**config.mk**
```make
export PLATFORM = sky130hd
export DESIGN_NAME = sblm_queue
export DESIGN_NICKNAME = d
export VERILOG_FILES = /design/src/hdl/sblm_queue.sv
export SDC_FILE = /design/constraint.sdc
export NUM_CORES = 1
export LEC_CHECK = 0
export BUFFER_PORTS_ARGS = -buffer_cell sky130_fd_sc_hd__buf_2
export CAP_MARGIN = 30
export CORE_MARGIN = 2
export CORE_UTILIZATION = 45
export DETAILED_ROUTE_END_ITERATION = 8
export GPL_TIMING_DRIVEN = 1
export PLACE_DENSITY = 0.67
export SLEW_MARGIN = 40
export SYNTH_ARGS = -nofsm -noshare
export SYNTH_HDL_FRONTEND = slang
export SYNTH_SLANG_ARGS = --single-unit
```
**constraint.sdc**
```tcl
create_clock -name aclk -period 2 [get_ports aclk]
set_input_delay 0.2 -clock aclk [delete_from_list [all_inputs] [get_ports aclk]]
set_output_delay 0.2 -clock aclk [all_outputs]
set_load 0.05 [all_outputs]
```
**src/hdl/sblm_queue.sv**
```systemverilog
// Small first-in first-out queue that decouples the front and back of the bar meter.
// Depends on nothing but its parameters.
module sblm_queue #(
    parameter int DATA_W = 8,
    parameter int DEPTH  = 4
) (
    input  logic              aclk,
    input  logic              aresetn,
    input  logic              in_valid,
    output logic              in_ready,
    input  logic [DATA_W-1:0] in_data,
    output logic              out_valid,
    input  logic              out_ready,
    output logic [DATA_W-1:0] out_data
);

    localparam int PTR_W = (DEPTH > 1) ? $clog2(DEPTH) : 1;
    localparam int CNT_W = $clog2(DEPTH + 1);

    logic [DATA_W-1:0] slot_reg [DEPTH];
    logic [PTR_W-1:0]  wr_ptr_reg, wr_ptr_next;
    logic [PTR_W-1:0]  rd_ptr_reg, rd_ptr_next;
    logic [CNT_W-1:0]  count_reg, count_next;
    logic              push;
    logic              pop;

    assign in_ready  = (count_reg < CNT_W'(DEPTH));
    assign out_valid = (count_reg != '0);
    assign out_data  = slot_reg[rd_ptr_reg];
    assign push      = in_valid && in_ready;
    assign pop       = out_valid && out_ready;

    // Pointer and fill bookkeeping.
    always_comb begin
        wr_ptr_next = wr_ptr_reg;
        rd_ptr_next = rd_ptr_reg;
        count_next  = count_reg;
        if (push) begin
            wr_ptr_next = (wr_ptr_reg == PTR_W'(DEPTH - 1)) ? '0 : wr_ptr_reg + PTR_W'(1);
        end
        if (pop) begin
            rd_ptr_next = (rd_ptr_reg == PTR_W'(DEPTH - 1)) ? '0 : rd_ptr_reg + PTR_W'(1);
        end
        if (push && !pop) begin
            count_next = count_reg + CNT_W'(1);
        end else if (pop && !push) begin
            count_next = count_reg - CNT_W'(1);
        end
    end

    always_ff @(posedge aclk) begin
        if (!aresetn) begin
            wr_ptr_reg <= '0;
            rd_ptr_reg <= '0;
            count_reg  <= '0;
        end else begin
            wr_ptr_reg <= wr_ptr_next;
            rd_ptr_reg <= rd_ptr_next;
            count_reg  <= count_next;
        end
        if (push) begin
            slot_reg[wr_ptr_reg] <= in_data;
        end
    end

    // The fill count never passes the depth.
    a_count_bound: assert property (@(posedge aclk) disable iff (!aresetn)
        count_reg <= CNT_W'(DEPTH))
        else $error("queue count exceeds depth");

    // A push without a pop grows the fill count by exactly one.
    a_count_push: assert property (@(posedge aclk) disable iff (!aresetn)
        (push && !pop) |=> (count_reg == $past(count_reg) + CNT_W'(1)))
        else $error("queue count did not follow a push");

endmodule

```
* After elaboration in Yosys (flattened, before gate mapping)
Memories as Yosys holds them, arrays and structs flattened. A register that Yosys moved wholly into a read port is not among the register bits.
Cells that the tools add are included.
W data, S select, Z words.
** Word-level totals
- Bits in registers :: 7
- Memory bits (writable) :: 32
- Input bits :: 12
- Output and inout port bits :: 10
- Logic and storage cells :: 27
- Memories :: 1
** Operators by class
- Add/sub/neg operators :: 4
- Magnitude comparators :: 1
- Eq/ne operators :: 2
- Multiplexer cells :: 8
- Reductions and logical operators :: 8
** Memory list
- slot_reg :: words 4, bits a word 8, read ports 1, clocked after Yosys merged registers in 1, write ports 1, line 20 : logic [DATA_W-1:0] slot_reg [DEPTH];
** Operators by type and width (number)
- $mux W2 :: 4
- $mux W3 :: 2
- $add A2 B1 Y2 const B :: 2
- $eq A2 B2 Y1 const B :: 2
- $logic_and A1 B1 Y1 :: 4
- $add A3 B1 Y3 const B :: 1
- $lt A3 B3 Y1 const B :: 1
- $reduce_bool A3 Y1 :: 1
- $sub A3 B1 Y3 const B :: 1
- $logic_not A1 Y1 :: 2
- $mux W1 :: 2
- $reduce_bool A2 Y1 :: 1

* Depth between registers and ports, before layout
Gate-level depths: netlist of run 1.
- Depth after elaboration :: 6
- Gate-level depth with buffers :: 8
- Mapped depth without buffers :: 7

* Least setup slack after synthesis of run 1
Ideal clock, no wire load.
- Kind :: register -> register
- Start :: register count_reg[0]
- End :: register count_reg[2]
- Library setup time :: 0.070 ns
- Arrival time :: 1.847 ns
- Data required time :: 1.930 ns
- Slack :: 0.083 ns
- Stages on the path, launching flop included :: 8
- Buffers on the path :: 0
- Clock period less this slack :: 1.917 ns
- Cells stage by stage :: dfxtp_1 > o31ai_4 > ha_1 > inv_1 > fa_1 > xor2_1 > or3_1 > a21boi_1
** On the way
- Word-level cells in the longest chain between the ends :: 5
- Elaborated cells on any way between the ends :: 13
- Classes of those cells :: 2 x add/sub; 1 x order compare; 2 x mux; 8 x reduce/logical
** Ends and longest elaborated chain
- start: declaration :: line 23 : logic [CNT_W-1:0] count_reg, count_next;
- start signal: assignment :: line 59 : count_reg <= count_next;
- $lt A3 B3 Y1 or $reduce_bool A3 Y1 (tied branches) :: line 27, 28
- $logic_and A1 B1 Y1, on equally long branches :: line 30, 31
- $logic_not A1 Y1, on equally long branches :: line 46, 44
- $logic_and A1 B1 Y1, on equally long branches :: line 46, 44
- $reduce_bool A2 Y1 (no line) or $mux W3 (tied branches)
Several ways; a longest one is shown, not always the timed one. The select of a mux whose other input is x is not followed.
A chain may end at the register's enable or synchronous reset.

* Worst setup path in the final report of run 1
Same ends and word-level chain as after synthesis.

==> metrics, run 1 <==
vias in the first global route=871; post-route setup TNS=0 ns; final non-filler cell total=167; CP startpoint kind=register; Final nets=139; Peak VDD IR=913 uV; gr ovfl total=0; Max Root-Sink Buffers=2; CTS root buffer=clkbuf_4; gr usage total=13.9%; highest-delay cell along the critical path=dfxtp_4; drt total wl=2390 um; Core Area=3420 um2; Die X=64.4 um; CTS Buf Count=5; Tmin final=1.90 ns; upper clock frequency limit=525 MHz; cell area after layout=1930 um2; CP Class=reg2reg; Filler Cells Inserted=273; Syn Area/Cell=18.2 um2; Post-Syn Area=1640 um2; Area Growth Syn to Fin=17.6%; dpl hpwl=1650 um; CTS Sinks=41; Post-Syn Nets=109; cells along the critical path=o31ai_4, ha_2, inv_1, fa_2, xor2_1, or3_1, a21boi_1; Pre-antenna DRT Iters=6; Max Slew Vio Count=0; IO Port Bufs=21; Die ar.=4140 um2; via/cell ratio=5.02; initial antenna violation count=0; Hold Fails Final Rpt=0; status=finished clean; synth unique cells=21; Tcrit/Tclk final=95.2%; Iter 0 DRT Violations=40; required time worst endpoint=2.28 ns; Placed Area=1800 um2; Worst-Skew Late Latency=0.34 ns; Seq/Total Area, Yosys=69.6%; Wirelength per Cell=14.3 um; io pins=22; DR vias=838; Reg clk slew, reported paths=0.11 ns; first-pass GRT wire length=4120 um; commonest non-fill, non-tap cell in the layout=edfxtp_1; Slew @ Worst Pin=0.447 ns; YS warnings=0; Post-route DRC=0; CTS tree=yes; Largest stage delay, worst path=0.38 ns; largest net degree at the start of global routing=14; worst endpoint data arrival time=2.19 ns; ratio of cells with drive above 1 in the final layout=38.8%; CTS Hold Bufs=0; Cell Pwr Density=1380 nW/um2; Die Ht=64.4 um; Final setup viols=0; H-Tree Depth=2; most frequent cells in the layout=32 x edfxtp_1, 21 x buf_2, 8 x mux4_2; crit-path max FO=4; floorplan row count=21; placed cells=157; GP Congestion=0.660; RSZ-0062 raised after global routing=false; max_slew headroom=70.2%; max-cap violation count=0; slack of the worst reg-to-reg path=0.1 ns; worst min path class=in2reg; clk_skew=0.00787 ns; Critical Path End Type=register; Pleak=0.705 nW; # diodes=0; Antenna Nets Post-Route=0; max reg flops=32; #FFs+latches synth=41; Initial Util=48.0%; Post-Synthesis Cells=90
[final cells by class]
cell class	instances	area (um2)	share of cell area, %
Timing Repair Buffer	26	143	7.39
Clock inverter	3	65.1	3.37
Inverter	4	15.0	0.778
Clock buffer	5	37.5	1.95
Sequential cell	41	1150	59.4
Multi-Input combinational cell	42	465	24.1
Tap cell	46	57.6	2.98
[timing repair]
item	in CTS	in global routing
setup endpoints to repair	1	1
setup buffers	0	2
gates resized for setup	2	3
pin swaps	0	2
[worst paths after layout]
path            startpoint        endpoint  depth (start not counted)
max           count_reg[0]    count_reg[2]                          7
min             in_data[6]  slot_reg[1][6]                          1
max reg2reg   count_reg[0]    count_reg[2]                          7
min reg2reg  rd_ptr_reg[0]   rd_ptr_reg[0]                          2
[report_power, final]
part           internal (mW)  switching [mW]  leakage (nW)
Combinational          0.339           0.564         0.282
Clock                  0.387           0.249        0.0552
Sequential              1.04          0.0767         0.368
Total                   1.77           0.890         0.705
[synthesized netlist by cell type, drive strengths merged]
cell	instances	area [um2]
and2	5	31.3
xor2	1	8.76
mux2i	3	30.0
or3	2	12.5
a21boi	1	7.51
nor2	2	7.51
o21ai	3	15.0
mux4	8	180
dfxtp	9	180
nor2b	4	25.0
o31ai	1	21.3
edfxtp	32	961
inv	4	15.0
fa	1	20.0
xnor2	1	8.76
nand2	2	7.51
ha	6	75.1
clkbuf	1	5.00
buf	2	18.8
nand3	2	10.0
[per-stage QoR]
step	utilization (%)	power [mW]	worst slack [ns]	hold slack [ns]
2_1_floorplan	-	1.83	0.0830	0.299
4_1_cts	55.9	2.67	0.00863	0.0482
3_5_place_dp	52.7	2.02	0.00812	0.414
5_1_grt	56.5	2.80	0.00556	0.0530
3_3_place_gp	52.7	2.00	0.101	0.411
6_report	56.5	2.66	0.0963	0.0701
[routing by layer]
metal  vias to the layer above  GRT usage [%]  share of wire, %
li1                        400              -                 -
met1                       410           16.0                40
met2                        21           22.9                53
met3                         7           4.75               4.3
met4                         0           7.18               3.1
met5                         -              0                 0
[worst max-delay path: cells and delay by family (launching register included)]
kind / cells / cell delay, ns
AOI/OAI and AO/OA: 2 / 0.39
xor gates and xnor gates: 1 / 0.15
adders and majority gates: 2 / 0.56
buffers and inverters: 1 / 0.06
DFF: 1 / 0.38
and+or+nand+nor: 1 / 0.31
[kinds of logic after synthesis]
| kind of cell | Yosys count | share of synthesized area [%] |
|---|---|---|
| fa+ha+maj | 7 | 5.80 |
| compound gates | 5 | 2.67 |
| buf+inv | 7 | 2.36 |
| flops | 41 | 69.6 |
| xor+xnor | 2 | 1.07 |
| simple gates | 17 | 5.72 |
| mux | 11 | 12.8 |
(Power assumes the default switching activity.)
==> inputs of run 2 (changes only) <==
Settings changed: PLACE_DENSITY 0.67 to 0.7, SLEW_MARGIN 40 to unset.
==> metrics, run 2 (synthesis results as in run 1) <==
drt total wl=2500 um (was 2390 um); crit-path max FO=3 (was 4); clk_skew=0.00727 ns (was 0.00787 ns); worst endpoint data arrival time=2.19 ns (about the same); Hold Fails Final Rpt=0 (unchanged); Cell Pwr Density=1340 nW/um2 (was 1380 nW/um2); most frequent cells in the layout=32 x edfxtp_1, 21 x buf_2, 8 x mux4_2 (unchanged); Antenna Nets Post-Route=0 (unchanged); required time worst endpoint=2.28 ns (about the same); status=finished clean (unchanged); Initial Util=48.0% (unchanged); Wirelength per Cell=14.9 um (was 14.3 um); initial antenna violation count=0 (unchanged); Post-route DRC=0 (unchanged); slack of the worst reg-to-reg path=0.08 ns (was 0.1 ns); Largest stage delay, worst path=0.37 ns (was 0.38 ns); dpl ws=-0.0395 ns (was 0.00812 ns); upper clock frequency limit=522 MHz (was 525 MHz); largest net degree at the start of global routing=14 (unchanged); post-route setup slack=0.0840 ns (was 0.0963 ns); CTS Sinks=41 (unchanged); Max Root-Sink Buffers=2 (unchanged); CP Class=reg2reg (unchanged); PnR Total Power=2.56 mW (was 2.66 mW); CTS Hold Bufs=0 (unchanged); # diodes=0 (unchanged); commonest non-fill, non-tap cell in the layout=edfxtp_1 (unchanged); hold_sp=in_data[3] (was in_data[6]); Iter 0 DRT Violations=30 (was 40); Tcrit/Tclk final=95.8% (was 95.2%); max reg flops=32 (unchanged); Pre-antenna DRT Iters=4 (was 6); reg2reg start=count_reg[0] (unchanged); Tmin final=1.92 ns (was 1.90 ns); Final setup viols=0 (unchanged); first-pass GRT wire length=3980 um (was 4120 um); ratio of cells with drive above 1 in the final layout=38.5% (was 38.8%); Die X=64.4 um (unchanged); highest-delay cell along the critical path=dfxtp_4 (unchanged); CTS Buf Count=5 (unchanged); DR vias=857 (was 838); GP Congestion=0.671 (was 0.660); hold-critical path depth=1 (unchanged); gr ovfl total=0 (unchanged); Slew @ Worst Pin=0.442 ns (was 0.447 ns); Core Area=3420 um2 (unchanged); io pins=22 (unchanged); CTS root buffer=clkbuf_4 (unchanged); dpl hpwl=1700 um (was 1650 um); via/cell ratio=5.10 (was 5.02); RR Endpoint=count_reg[2] (unchanged); H-Tree Depth=2 (unchanged); Filler Cells Inserted=282 (was 273); vias in the first global route=908 (was 871); FF-to-FF path depth=7 (unchanged); Critical Path End Type=register (unchanged); Final nets=140 (was 139); Reg clk slew, reported paths=0.11 ns (about the same); Area Growth Syn to Fin=16.5% (was 17.6%); max-cap violation count=0 (unchanged); Die ar.=4140 um2 (unchanged); Worst Hold End=slot_reg[2][3] (was slot_reg[1][6]); gr usage total=13.8% (was 13.9%); Die Ht=64.4 um (unchanged); Pleak=0.697 nW (was 0.705 nW); Worst-Skew Late Latency=0.34 ns (about the same); CP startpoint kind=register (unchanged); IO Port Bufs=21 (unchanged); cells along the critical path=o31ai_4, ha_2, inv_1, fa_2, xor2_1, or3_1, a21boi_1 (unchanged); Max Slew Vio Count=0 (unchanged); Peak VDD IR=683 uV (was 913 uV); CTS tree=yes (unchanged); floorplan row count=21 (unchanged); max_slew headroom=70.5% (was 70.2%); worst min path class=in2reg (unchanged)
## run 2: cell count changes in the layout (fill, tap and decap cells not counted), sizes merged
cell,delta
clkbuf,+1
bufinv,-1
buf,+1
## run 2: area by class of cell
cell class              count  area (um2)  area share [%]
inverters                   4        15.0           0.786
well taps                  46        57.6            3.01
clock buffers               6        41.3            2.16
clock inverters             2        35.0            1.83
flip-flops and latches     41        1150            60.0
multi-input cells          42         465            24.4
repair buffers             27         150            7.86
## run 2: metal layers
| metal | share of wire [%] | wire length (um) | track usage (%) | up-vias |
|---|---|---|---|---|
| met4 | 1.7 | 42 | 5.85 | 0 |
| met2 | 57 | 1430 | 25.3 | 21 |
| met1 | 36 | 891 | 13.3 | 431 |
| li1 | - | - | - | 399 |
| met3 | 5.4 | 134 | 5.81 | 6 |
| met5 | 0 | 0 | 0 | - |
## run 2: critical path, delay by kind of cell (launching register included)
kind            cells  cell delay, ns
flops               1            0.37
fa+ha+maj           2            0.56
buf+inv             1            0.06
compound gates      2            0.40
simple gates        1            0.31
xor+xnor            1            0.15
## run 2: report_power, final
part | total (mW) | switching (mW) | leakage [nW] | internal (mW)
sequential | 1.12 | 0.0758 | 0.368 | 1.04
clock | 0.508 | 0.246 | 0.0422 | 0.262
combinational | 0.932 | 0.581 | 0.287 | 0.351
total | 2.56 | 0.903 | 0.697 | 1.66
## run 2: worst max-delay path by stage
| stage | startpoint | slack, ns | cells after the start | to |
|---|---|---|---|---|
| CTS | count_reg[0] | 0.01 | 7 | count_reg[2] |
| detailed placement | count_reg[0] | -0.04 | 7 | count_reg[2] |
| global placement | count_reg[0] | 0.11 | 7 | count_reg[2] |
| floorplan | count_reg[0] | 0.08 | 7 | count_reg[2] |
| global route | count_reg[0] | -0.01 | 7 | count_reg[2] |
| finish | count_reg[0] | 0.08 | 7 | count_reg[2] |
## run 2: timing repair
| item | 4_1_cts | 5_1_grt |
|---|---|---|
| setup endpoints to repair | 1 | 1 |
| setup buffers | 1 | 2 |
| hold endpoints to repair | 0 | 0 |
| pin swaps | 1 | 1 |
| resized for setup | 3 | 2 |
## run 2: stage by stage
step                setup TNS (ns)  hold slack [ns]  cells  instance area, um2  utilization, %
floorplan                        0            0.299     90                1640               -
global placement                 0            0.410    157                1800            52.7
detailed placement         -0.0395            0.418    157                1800            52.7
CTS                              0           0.0525    166                1890            55.3
global route               -0.0135           0.0286    168                1910            55.9
finish                           0           0.0637    168                1910            55.9
