### src/hdl/sblm_pkg.sv
// Shared types, constants and the bar edge table builder for the spectrum bar level meter.
// Used by every module in this folder but sblm_queue; it depends on nothing else.
package sblm_pkg;

    // Default sizes handed to the top-level parameters.
    localparam int HALF_BINS_DEF = 1024;
    localparam int NUM_BARS_DEF  = 32;

    // Fixed field widths.
    localparam int MAG_W      = 32;
    localparam int LEVEL_W    = 13;
    localparam int FLOOR_W    = 7;
    localparam int IDX_W      = 6;
    localparam int CFG_IDX_W  = 2;
    localparam int CFG_DATA_W = 13;

    // Configuration register indexes.
    localparam logic [CFG_IDX_W-1:0] REG_DECAY = 2'd0;
    localparam logic [CFG_IDX_W-1:0] REG_FLOOR = 2'd1;

    // Configuration reset values.
    localparam logic [LEVEL_W-1:0] DECAY_RESET = 13'd3482;
    localparam logic [FLOOR_W-1:0] FLOOR_RESET = 7'd80;

    // Level arithmetic constants.
    localparam logic [LEVEL_W-1:0] LEVEL_FULL  = 13'd4096;
    localparam logic [MAG_W-1:0]   THRESH_RAW  = 32'd16;
    localparam logic signed [19:0] DB_PER_LOG2 = 20'sd394566;

    // Depth of the command queue between front and back.
    localparam int QUEUE_DEPTH = 4;

    // Bar edge table, sized for the largest bar count.
    localparam int EDGE_W      = 13;
    localparam int EDGE_TAB_N  = 65;
    localparam int EDGE_IDX_W  = 7;
    localparam longint unsigned Q30_ONE  = 64'd1 << 30;
    localparam longint unsigned EDGE_DEN = 64'd1023 << 30;

    typedef logic [EDGE_W-1:0] edge_tab_t [EDGE_TAB_N];

    // Control bits that travel with each bin word through the queue.
    typedef struct packed {
        logic wr;
        logic last;
    } bin_ctl_t;

    // Builds the log-spaced bin edges at elaboration time. The mantissa of
    // 2^(r/N) is found by bisection on its N-th power in Q30, truncating.
    function automatic edge_tab_t build_edges(input int half_bins, input int bar_total);
        edge_tab_t       tab;
        int              q;
        int              r;
        int              n;
        int              ex;
        longint unsigned lo;
        longint unsigned hi;
        longint unsigned mid;
        longint unsigned y;
        longint unsigned v;
        bit              ok;
        for (int i = 0; i < EDGE_TAB_N; i++) begin
            tab[i] = '0;
            if (i <= bar_total) begin
                q = 0;
                r = 10 * i;
                while (r >= bar_total) begin
                    r = r - bar_total;
                    q = q + 1;
                end
                lo = Q30_ONE;
                hi = Q30_ONE << 1;
                while (hi - lo > 64'd1) begin
                    mid = lo + ((hi - lo) >> 1);
                    y   = Q30_ONE;
                    ex  = 0;
                    for (n = 0; n < bar_total; n++) begin
                        y = (y * mid) >> 30;
                        if (y >= (Q30_ONE << 1)) begin
                            y  = y >> 1;
                            ex = ex + 1;
                        end
                    end
                    ok = (ex < r) || ((ex == r) && (y == Q30_ONE));
                    if (ok) begin
                        lo = mid;
                    end else begin
                        hi = mid;
                    end
                end
                v = (((lo << q) - Q30_ONE) * 64'(half_bins)) / EDGE_DEN;
                if (v > 64'(half_bins - 1)) begin
                    v = 64'(half_bins - 1);
                end
                tab[i] = EDGE_W'(v);
            end
        end
        return tab;
    endfunction

endpackage

### src/hdl/sblm_front.sv
// Front end of the spectrum bar level meter: takes bin words and assigns store addresses.
// Depends on sblm_pkg for the word control struct and field widths.
module sblm_front #(
    parameter int HALF_BINS = sblm_pkg::HALF_BINS_DEF
) (
    input  logic                            aclk,
    input  logic                            aresetn,
    input  logic                            s_valid,
    output logic                            s_ready,
    input  logic [sblm_pkg::MAG_W-1:0]      s_magnitude,
    input  logic                            s_last_bin,
    output logic                            q_valid,
    input  logic                            q_ready,
    output sblm_pkg::bin_ctl_t              q_ctl,
    output logic [$clog2(HALF_BINS)-1:0]    q_addr,
    output logic [sblm_pkg::MAG_W-1:0]      q_mag
);

    localparam int ADDR_W = $clog2(HALF_BINS);
    localparam int FILL_W = $clog2(HALF_BINS + 1);

    logic                       f_valid_reg, f_valid_next;
    sblm_pkg::bin_ctl_t         f_ctl_reg, f_ctl_next;
    logic [ADDR_W-1:0]          f_addr_reg, f_addr_next;
    logic [sblm_pkg::MAG_W-1:0] f_mag_reg, f_mag_next;
    logic [FILL_W-1:0]          fill_reg, fill_next;
    logic                       accept;
    logic                       room;

    // The holding register frees up whenever its word moves into the queue.
    assign s_ready = !f_valid_reg || q_ready;
    assign accept  = s_valid && s_ready;
    assign room    = (fill_reg < FILL_W'(HALF_BINS));

    // Classify the word: store it while the frame fits, drop it otherwise.
    always_comb begin
        f_valid_next = f_valid_reg;
        f_ctl_next   = f_ctl_reg;
        f_addr_next  = f_addr_reg;
        f_mag_next   = f_mag_reg;
        fill_next    = fill_reg;
        if (f_valid_reg && q_ready) begin
            f_valid_next = 1'b0;
        end
        if (accept) begin
            f_valid_next    = 1'b1;
            f_ctl_next.wr   = room;
            f_ctl_next.last = s_last_bin;
            f_addr_next     = fill_reg[ADDR_W-1:0];
            f_mag_next      = s_magnitude;
            if (s_last_bin) begin
                fill_next = '0;
            end else if (room) begin
                fill_next = fill_reg + FILL_W'(1);
            end
        end
    end

    always_ff @(posedge aclk) begin
        if (!aresetn) begin
            f_valid_reg <= 1'b0;
            fill_reg    <= '0;
        end else begin
            f_valid_reg <= f_valid_next;
            fill_reg    <= fill_next;
        end
        f_ctl_reg  <= f_ctl_next;
        f_addr_reg <= f_addr_next;
        f_mag_reg  <= f_mag_next;
    end

    assign q_valid = f_valid_reg;
    assign q_ctl   = f_ctl_reg;
    assign q_addr  = f_addr_reg;
    assign q_mag   = f_mag_reg;

endmodule

### config.mk
export PLATFORM = sky130hd
export DESIGN_NAME = sblm_front
export DESIGN_NICKNAME = d
export VERILOG_FILES = /design/src/hdl/sblm_pkg.sv /design/src/hdl/sblm_front.sv
export SDC_FILE = /design/constraint.sdc
export NUM_CORES = 1
export LEC_CHECK = 0
export CAP_MARGIN = 20
export CORE_MARGIN = 2
export CORE_UTILIZATION = 36
export DETAILED_ROUTE_END_ITERATION = 8
export DONT_BUFFER_PORTS = 1
export GPL_ROUTABILITY_DRIVEN = 0
export GPL_TIMING_DRIVEN = 0
export SLEW_MARGIN = 0
export SYNTH_ARGS = -nofsm -noshare
export SYNTH_HDL_FRONTEND = slang
export SYNTH_SLANG_ARGS = --single-unit
### constraint.sdc
create_clock -name aclk -period 3.8 [get_ports aclk]
set_input_delay 0.76 -clock aclk [delete_from_list [all_inputs] [get_ports aclk]]
set_output_delay 0.76 -clock aclk [all_outputs]
set_load 0.05 [all_outputs]
Yosys cells after proc, flatten, opt, wreduce, memory -nomap -nowiden
Index checks and enable logic that the tools add are counted.
{ "op_classes": {"div": 0, "n_addsub": 1, "order_cmp": 1, "reduce_logical": 7, "n_bitwise": 0, "n_eq_ne": 0, "shift": 0, "mul": 0, "n_mux": 4} }
{ "ops": {"columns": ["operator", "count"], "rows": [
  ["$mux W11", 2],
  ["$add A11 B1 Y11 const B", 1],
  ["$lt A11 B11 Y1 const B", 1],
  ["$reduce_bool A2 Y1", 2],
  ["$logic_and A1 B1 Y1", 2],
  ["$mux W1", 2],
  ["$reduce_and A2 Y1", 1],
  ["$logic_not A1 Y1", 1],
  ["$logic_or A1 B1 Y1", 1]
]} }
{ "totals": {"ramBits": 0, "output_inout_bits": 46, "regBits": 56, "rom_bits": 0, "memories": 0, "wordCells": 19, "latch_bits": 0, "inputBits": 37} }

Logic depth before layout (Yosys ltp)
Gate-level depths: netlist of run 1.
{ "depth": {"depth_word": 4, "depth_mapped": 6, "depth_no_buf": 5} }

Worst setup path after synthesis of run 1
No wires, ideal clock.
{ "synth_path": {"path_type": "input -> register", "startpoint": "input q_ready", "endpoint": "register fill_reg[3]", "cell_stages": 6, "path_buffers": 1, "required_ns": 3.685, "slack_ns": 1.896, "setup_time_ns": 0.115, "arrival_ns": 1.789, "cell_sequence": "nor2b_4 > inv_4 > and2_4 > a21o_1 > buf_6 > nor2_1"} }
{ "synth_via": {"elab_chain_cells": 3} }
{ "synth_rtl": {"columns": ["element", "line", "source"], "rows": [
  ["start, declared", "sblm_front.sv:13", "input logic q_ready,"],
  ["$logic_or A1 B1 Y1", "sblm_front.sv:31", "assign s_ready = !f_valid_reg || q_ready;"],
  ["named net s_ready", "sblm_front.sv:9", "output logic s_ready,"],
  ["$logic_and A1 B1 Y1", "sblm_front.sv:32", "assign accept = s_valid && s_ready;"],
  ["named net accept", "sblm_front.sv:27", "logic accept;"],
  ["$reduce_and A2 Y1 (no source line)", null, null],
  ["end signal, assigned", "sblm_front.sv:65", "fill_reg <= fill_next;"],
  ["end, declared", "sblm_front.sv:26", "logic [FILL_W-1:0] fill_reg, fill_next;"]
]} }
The timed path passes the listed nets, and every way through them passes these cells.
A chain may end at the register's enable or synchronous reset.

Worst setup path after layout of run 1
{ "layout_path": {"startpoint": "register f_valid_reg, in the netlist q_valid", "endpoint": "output s_ready"} }
{ "layout_via": {"elab_chain_cells": 2} }
{ "layout_rtl": {"columns": ["element", "line", "source"], "rows": [
  ["start, declared", "sblm_front.sv:22", "logic f_valid_reg, f_valid_next;"],
  ["start signal, assigned", "sblm_front.sv:64", "f_valid_reg <= f_valid_next;"],
  ["$logic_not A1 Y1", "sblm_front.sv:31", null],
  ["$logic_or A1 B1 Y1", "sblm_front.sv:31", null],
  ["end, declared", "sblm_front.sv:9", null]
]} }
Every way passes these cells.

==> flow_summary.json, run 1 <==
{
  "status": "finished, final reports clean",
  "start_util": 0.3759,
  "critPathMaxFanout": 5,
  "synth-seq-cells": 56,
  "io_pins": 83,
  "r2r-start": "q_valid",
  "cp.arrival_ns": 1.44,
  "fin_crit_ns": 2.198,
  "grt_max_degree": 48,
  "max_stage_delay_ns": 0.65,
  "cts_resized": 0,
  "cts-root-buf": "clkbuf_8",
  "synth_flop_cell": "edfxtp_1",
  "mappedNetlistArea_mm2": 0.001944,
  "drtIter0Drc": 22,
  "yosysWarnings": 0,
  "numCtsBuffers": 5,
  "hold_ws_ns": 0.4839,
  "grt_pass1_vias": 926,
  "netlist.area_leader.share": 0.6795,
  "clk_pin_slew_ns": 0.10,
  "wl_per_cell_um": 16.84,
  "slew_viol_final": 0,
  "required_ns": 3.04,
  "timing.rr.end": "fill_reg[6]",
  "endpoint": "s_ready",
  "hold_class": "reg2reg",
  "num-fill-cells": 461,
  "cts.htree.levels": 2,
  "synth_cell_types": 32,
  "critical_path.startpoint_type": "flip-flop",
  "drc": 0,
  "syn2layout_area_growth_pct": 9.009,
  "ys_seq_area_frac": 0.8031,
  "clock_path_buffers": 2,
  "post_cts_buffers": 0,
  "critPathLaunch": "q_valid",
  "wl_met2_um": 1616,
  "drv_cap": 0,
  "skew_ns": 0.01034,
  "diodes": 0,
  "p_leak_nw": 0.6699,
  "holdBufCountCts": 0,
  "worstSetupPathType": "reg2out",
  "yosysTopAreaCell": "edfxtp_1",
  "hold_viol": 0,
  "dieHeight_um": 77.49,
  "die_x_um": 77.49,
  "fin_crit_sh": 0.5785,
  "syn_nets": 149,
  "design.core.area_mm2": 0.005172,
  "multi_input_area_um2": 350.3,
  "crit_slowest_cell": "dfxtp_1",
  "rrSetupSlack_ns": 1.75,
  "highest_layer": "met4",
  "wl_um": 3183,
  "met1_length_um": 1199,
  "synth_edf_count": 44,
  "rows": 26,
  "via_per_inst": 4.878,
  "worst_ir_drop_vdd_v": 0.0001506,
  "clkLatencyLatePin_ns": 0.30,
  "grt_usage": 0.1101,
  "synthArstFlopShare": 0,
  "wl_met3_um": 352,
  "postSynthAreaPerCell_um2": 17.52,
  "seqCellArea_mm2": 0.001562,
  "ant_nets": 0,
  "rsz0062_at_grt": "false",
  "layout-drive-gt1-share": 0.1849,
  "p_per_area_mw_per_mm2": 531.6,
  "cts_tree": "yes",
  "synth_cells": 111,
  "overflow": 0,
  "firstDrtPassIters": 4,
  "cp_cell_sequence": "nor2b_4 > inv_4",
  "tightest_slew_ns": 0.5857,
  "dieArea_mm2": 0.006005,
  "synthTopCellsByCount": "edfxtp_1 (44), dfxtp_1 (12), nor2_1 (6)",
  "synth_most_common_cell": "edfxtp_1",
  "antenna_found_initial": 0,
  "grt_pass1_wl_um": 4940,
  "port_buffers": 0,
  "largest_reg_flops": 32,
  "fin_nets": 156,
  "slew_headroom": 0.6095,
  "cts.sinks": 56,
  "setup_viol": 0,
  "timing.fmax_ghz": 0.4549,
  "fin_tns_setup_ns": 0,
  "worst-r2r-cell-count": 6,
  "synth_area_leaders": "edfxtp_1 (68%), dfxtp_1 (12%), a21oi_2 (2.3%)",
  "crit_path_end_kind": "output port",
  "hold_depth": 0,
  "vias": 922,
  "hpwl_um": 2361
}
metrics by stage:
step / utilization / power [mW] / std cells / instance area [µm²] / setup WS, ns
after detailed placement: 0.3928 / 0.8411 / 181 / 2032 / 1.701
after global routing: 0.4098 / 1.178 / 189 / 2120 / 1.542
after global placement: 0.3928 / 0.8387 / 181 / 2032 / 1.747
after CTS: 0.4098 / 1.145 / 189 / 2120 / 1.591
final: 0.4098 / 1.127 / 189 / 2120 / 1.602
after floorplan: - / 0.8301 / 111 / 1944 / 1.896
cells in the final DEF, fill, tap and decap left out:
master      Yosys  routed
a21o_1          2       2
a21oi_1         1       1
a21oi_2         5       5
a22oi_1         1       1
and2_1          1       1
and2_4          1       1
and2b_1         1       1
and3_1          1       1
and4_1          1       1
buf_6           1       1
clkbuf_8        0       5
clkinv_1        0       1
clkinvlp_4      0       2
dfxtp_1        12      12
edfxtp_1       44      44
ha_1            1       1
inv_1           4       4
inv_4           1       1
nand2_1         3       3
nand2b_2        1       1
nand3_1         3       3
nand4_1         3       3
nand4_2         1       1
nor2_1          6       6
nor2_2          1       1
nor2b_4         1       1
nor3_1          1       1
nor3_2          1       1
nor4_2          1       1
nor4b_2         1       1
o21ai_0         3       3
or3_1           3       3
or3b_1          1       1
xnor2_1         3       3
xor2_1          1       1
final cells by class:
type,instances,share of cell area
clock inverter,3,0.008855
inverter,5,0.01004
tap,70,0.04132
sequential,56,0.7367
buffer,1,0.005313
multi-input combinational,49,0.1653
clock buffer,5,0.03247
worst min-delay path by stage:
stage	startpoint	end	slack (ns)
after floorplan	fill_reg[9]	q_addr[9]	0.43
after detailed placement	fill_reg[9]	q_addr[9]	0.47
final	fill_reg[8]	q_addr[8]	0.48
after global placement	fill_reg[6]	q_addr[6]	0.46
after CTS	fill_reg[9]	q_addr[9]	0.49
after global routing	fill_reg[9]	q_addr[9]	0.51
cell families after synthesis:
| group | count (synthesis) | synth area share |
|---|---|---|
| flip-flops | 56 | 0.8031 |
| adder cells (fa/ha/maj) | 1 | 0.006434 |
| buffers and inverters | 6 | 0.01673 |
| XOR/XNOR | 4 | 0.01802 |
| AO/OA/AOI/OAI | 12 | 0.04439 |
| AND/OR/NAND/NOR | 32 | 0.1113 |
per-layer routing:
| metal | GRT usage | vias to the layer above |
|---|---|---|
| li1 | - | 426 |
| met1 | 0.1103 | 431 |
| met2 | 0.1878 | 63 |
| met3 | 0.06395 | 2 |
| met4 | 0.04286 | 0 |
| met5 | 0 | - |
power breakdown:
part	internal [mW]	switching, mW
Clock	0.127	0.174
Sequential	0.695	0.104
Combinational	0.00635	0.0206
critical path, delay by kind of cell (launching register included):
family	cells	cell delay (ns)
flops	1	0.65
simple gates	1	0.35
buf+inv	1	0.14
Note: power is estimated with default switching activity, not from simulation.
==> run 2: changes to the inputs <==
Settings changed: ABC_AREA from default to 1.
Clock period 3.8 ns to 1.9 ns, I/O delays scaled along.
==> run 2 against run 1 <==
Worst setup slack got worse by 1.4 ns. Global-route usage barely moved. Combinational power rose to 2.9 times the previous value. Non-clock buffer count rose by 1. Via count rose by 15%. Critical path type is now reg2reg. Highest routed layer unchanged.
==> flow_summary.json, run 2 <==
{
  "status": "finished, final reports clean",
  "stdcell_count": 221,
  "syn2layout_area_growth_pct": 12.77,
  "skew_ns": 0.003543,
  "synth_cells": 141,
  "hold_class": "in2reg",
  "slew_headroom": 0.4902,
  "largest_reg_flops": 32,
  "cp_cell_sequence": "a21oi_4 > buf_16",
  "diodes": 0,
  "grt_pass1_vias": 1047,
  "antenna_found_initial": 0,
  "hpwl_um": 2533,
  "worstHoldStart": "s_magnitude[19]",
  "critPathLaunch": "q_valid",
  "via_per_inst": 4.810,
  "clkLatencyLatePin_ns": 0.30,
  "grt_pass1_wl_um": 5154,
  "synth-seq-cells": 56,
  "synthArstFlopShare": 0,
  "clk_pin_slew_ns": 0.09,
  "timing.fmax_ghz": 0.6060,
  "synth_cell_types": 21,
  "design.core.area_mm2": 0.005439,
  "power_mw": 2.540,
  "drc": 0,
  "clock_path_buffers": 2,
  "p_leak_nw": 0.7966,
  "critPathMaxFanout": 27,
  "dieHeight_um": 78.50,
  "synth_flop_cell": "edfxtp_1",
  "fin_crit_sh": 0.8684,
  "start_util": 0.3674,
  "drtIter0Drc": 58,
  "grt_max_degree": 28,
  "port_buffers": 0,
  "worstSetupPathType": "reg2reg",
  "dp.cells": 214,
  "holdBufCountCts": 0,
  "tightest_slew_ns": 0.7630,
  "ant_nets": 0,
  "cts.htree.levels": 2,
  "syn_nets": 179,
  "synthTopCellsByCount": "edfxtp_1 (44), nand2_1 (20), inv_1 (17)",
  "max_stage_delay_ns": 0.66,
  "mappedNetlistArea_mm2": 0.001998,
  "post-route-util": 0.4143,
  "grt_usage": 0.1099,
  "layout_common_cells": "edfxtp_1 (44), nand2_1 (20), inv_1 (17), nor2_1 (11), dfxtp_1 (11)",
  "firstDrtPassIters": 4,
  "cts-root-buf": "clkbuf_8",
  "dieArea_mm2": 0.006162,
  "fin_crit_ns": 1.650,
  "fin_nets": 187,
  "cts_resized": 0,
  "cts_tree": "yes",
  "worst_ir_drop_vdd_v": 0.0004781,
  "num-fill-cells": 501,
  "wl_per_cell_um": 15.21,
  "hold_viol": 0,
  "netlist.area_leader.share": 0.6612,
  "post_cts_buffers": 0,
  "worst_slack_ns": 0.2500,
  "synth_area_leaders": "edfxtp_1 (66%), dfxtp_1 (12%), nand2_1 (3.8%)",
  "synth_edf_count": 44,
  "rsz0062_at_grt": "false",
  "wl_um": 3361,
  "cp.arrival_ns": 1.66,
  "io_pins": 83,
  "final_cell_area_mm2": 0.002253,
  "ys_seq_area_frac": 0.7815,
  "crit_path_end_kind": "flip-flop",
  "vias": 1063,
  "slew_viol_final": 0,
  "setup_viol": 0,
  "place_ws_ns": 0.2371,
  "critical_path.startpoint_type": "flip-flop",
  "synth_most_common_cell": "edfxtp_1",
  "placed_area_mm2": 0.002125,
  "yosysWarnings": 0,
  "r2r-start": "q_valid",
  "drv_cap": 0,
  "postSynthAreaPerCell_um2": 14.17,
  "final_common_cell": "edfxtp_1",
  "numCtsBuffers": 5,
  "layout-drive-gt1-share": 0.1477,
  "p_per_area_mw_per_mm2": 1127,
  "die_x_um": 78.50,
  "required_ns": 1.91,
  "overflow": 0,
  "rows": 27,
  "crit_slowest_cell": "a21oi_4",
  "cts.sinks": 56,
  "yosysTopAreaCell": "edfxtp_1"
}
==> run 2: cell types whose count changed in the layout (fill, tap and decap cells not counted), moves of 3 or more <==
cell,before,now
o21ai_0,3,0
xnor2_1,3,0
nor2_1,6,11
nand2_1,3,20
nand3_1,3,10
a21oi_2,5,0
or3_1,3,0
a21oi_1,1,8
inv_1,4,17
==> run 2: final timing paths <==
check / end / slack [ns] / depth (start not counted)
setup / recovery: q_mag[29] / 0.25 / 2
hold / removal: q_mag[19] / 0.17 / 0
setup reg to reg: q_mag[29] / 0.25 / 2
hold reg to reg: q_addr[9] / 0.49 / 0
==> run 2: layer usage <==
layer | vias to the layer above | track usage | part of all wire
met5 | - | 0 | 0
li1 | 494 | - | -
met1 | 497 | 0.1017 | 0.36
met3 | 8 | 0.06552 | 0.11
met4 | 0 | 0.04561 | 0.015
met2 | 64 | 0.1940 | 0.51
==> run 2: power by group <==
group          switching [mW]  internal (mW)
Clock                   0.348          0.518
Combinational          0.0561         0.0231
Sequential              0.206           1.39
Total                   0.610           1.93
==> run 2: layout make-up <==
type	instances	area, µm²	area share
sequential	56	1563	0.6935
multi-input combinational	66	365.4	0.1621
tap	72	90.09	0.03998
clock buffer	5	68.82	0.03054
inverter	18	67.56	0.02998
clock inverter	2	60.06	0.02665
timing repair buffer	1	27.53	0.01222
buffer	1	11.26	0.004997
==> run 2: logic make-up after synthesis <==
group           after synthesis  synth area share
fa+ha+maj                     1          0.006261
simple gates                 55            0.1459
compound gates               10           0.02692
flops                        56            0.7815
buf+inv                      19           0.03945
==> run 2: stage by stage <==
stage | setup TNS (ns) | hold slack (ns)
6_report | 0 | 0.1688
5_1_grt | 0 | 0.1434
4_1_cts | 0 | 0.1549
3_5_place_dp | 0 | 0.4751
3_3_place_gp | -0.3386 | 0.4566
2_1_floorplan | 0 | 0.4308
==> run 2: critical path: cells and delay by family (launching register included) <==
family | cells | cell delay (ns)
AO/OA/AOI/OAI | 1 | 0.66
buffers and inverters | 1 | 0.25
flip-flops | 1 | 0.44
==> run 3: changes to the inputs <==
Settings changed: CORE_MARGIN 2 to 8, GPL_TIMING_DRIVEN 0 to 1.
==> run 3 against run 2 <==
Clock skew is 0.0024 ns higher. Clock-buffer cell count stayed put. Clock power is 31% lower. Global-route usage is 1.4 points lower. First-iteration DRC count is 43% lower. Final cell count stayed put. Worst setup slack better by 0.21 ns. Die area is 33% higher. Largest power group unchanged.
==> flow_summary.json, run 3 (synthesized netlist as in run 2, its figures left out) <==
{
  "fin_nets": 187,
  "drv_cap": 0,
  "critPathMaxFanout": 3,
  "die_x_um": 90.50,
  "fin_crit_sh": 0.7570,
  "grt_pass1_vias": 1086,
  "final_cell_area_mm2": 0.002182,
  "vias": 1060,
  "firstDrtPassIters": 4,
  "crit_buf_inv": 0,
  "cp.arrival_ns": 1.06,
  "layout_common_cells": "edfxtp_1 (44), nand2_1 (20), inv_1 (17), nor2_1 (11), dfxtp_1 (11)",
  "rows": 27,
  "max_stage_delay_ns": 0.56,
  "fin_crit_ns": 1.438,
  "grt_usage": 0.09641,
  "drtIter0Drc": 33,
  "crit_slowest_cell": "dfxtp_2",
  "cts-root-buf": "clkbuf_8",
  "setup_viol": 0,
  "clk_pin_slew_ns": 0.09,
  "layout-drive-gt1-share": 0.1477,
  "highest_layer": "met4",
  "cts_tree": "yes",
  "hpwl_um": 3106,
  "drc": 0,
  "worst_ir_drop_vdd_v": 0.0003243,
  "cp_cell_sequence": "nand2_4",
  "antenna_found_initial": 0,
  "hold_viol": 0,
  "design.core.area_mm2": 0.005439,
  "wl_met2_um": 1956,
  "wl_um": 3947,
  "clkLatencyLatePin_ns": 0.29,
  "clock_path_buffers": 2,
  "wl_per_cell_um": 17.86,
  "critical_path.startpoint_type": "flip-flop",
  "p_per_area_mw_per_mm2": 1037,
  "required_ns": 1.52,
  "dieArea_mm2": 0.008190,
  "wl_met3_um": 399,
  "io_pins": 83,
  "grt_pass1_wl_um": 6161,
  "worstSetupPathType": "reg2out",
  "tightest_slew_ns": 0.4902,
  "status": "finished, final reports clean",
  "slew_headroom": 0.6739,
  "placed_area_mm2": 0.002101,
  "holdBufCountCts": 0,
  "start_util": 0.3674,
  "fin_tns_setup_ns": 0,
  "critPathTopFamily": "flip-flops",
  "cts_resized": 0,
  "cts.sinks": 56,
  "ant_nets": 0,
  "numCtsBuffers": 5,
  "timing.fmax_ghz": 0.6953,
  "cts.htree.levels": 2,
  "overflow": 0,
  "p_leak_nw": 0.7636,
  "rsz0062_at_grt": "false",
  "hold_class": "in2reg",
  "met1_length_um": 1572,
  "syn2layout_area_growth_pct": 9.205,
  "crit_path_end_kind": "output port",
  "via_per_inst": 4.796,
  "largest_reg_flops": 32,
  "post_cts_buffers": 0,
  "diodes": 0,
  "slew_viol_final": 0,
  "dieHeight_um": 90.50,
  "grt_max_degree": 33,
  "skew_ns": 0.005916,
  "port_buffers": 0,
  "final_common_cell": "edfxtp_1"
}
run 3: through the flow:
step,power [mW],worst slack (ns),hold slack (ns),utilization,std cells
after floorplan,1.674,0.09519,0.4308,-,141
after global placement,1.696,0.5698,0.4553,0.3862,214
after detailed placement,1.700,0.5108,0.4544,0.3862,214
after CTS,2.293,0.4455,0.1623,0.4012,221
after global routing,2.359,0.4085,0.1486,0.4012,221
final,2.262,0.4618,0.1743,0.4012,221
run 3: area by class of cell:
| class | count | area, µm² |
|---|---|---|
| Tap cell | 72 | 90.09 |
| Clock inverter | 2 | 12.51 |
| Clock buffer | 5 | 68.82 |
| Inverter | 18 | 67.56 |
| Sequential cell | 56 | 1563 |
| Multi-Input combinational cell | 66 | 365.4 |
| Timing Repair Buffer | 2 | 15.01 |
| Fill cell | 505 | 3257 |
run 3: worst paths after layout:
check	from	end	slack, ns	depth (start not counted)
max	q_valid	s_ready	0.46	1
min	s_last_bin	q_ctl[0]	0.17	0
max reg2reg	q_valid	fill_reg[7]	0.50	6
min reg2reg	fill_reg[9]	q_addr[9]	0.48	0
run 3: worst reg2reg max path: cells and delay by family, from the launching register on:
| family | cells | cell delay, ns |
|---|---|---|
| compound gates | 1 | 0.11 |
| buf+inv | 1 | 0.14 |
| flops | 1 | 0.56 |
| simple gates | 4 | 0.54 |
run 3: power by group:
group	switching [mW]	internal (mW)	total, mW	leakage [nW]
logic	0.0530	0.0164	0.0694	0.199
clock network	0.345	0.250	0.595	0.0400
registers	0.209	1.39	1.60	0.524
run 3: routing by layer:
layer | vias to the layer above | track usage
li1 | 495 | -
met1 | 505 | 0.09429
met2 | 58 | 0.1644
met3 | 2 | 0.05985
met4 | 0 | 0.02913
met5 | - | 0
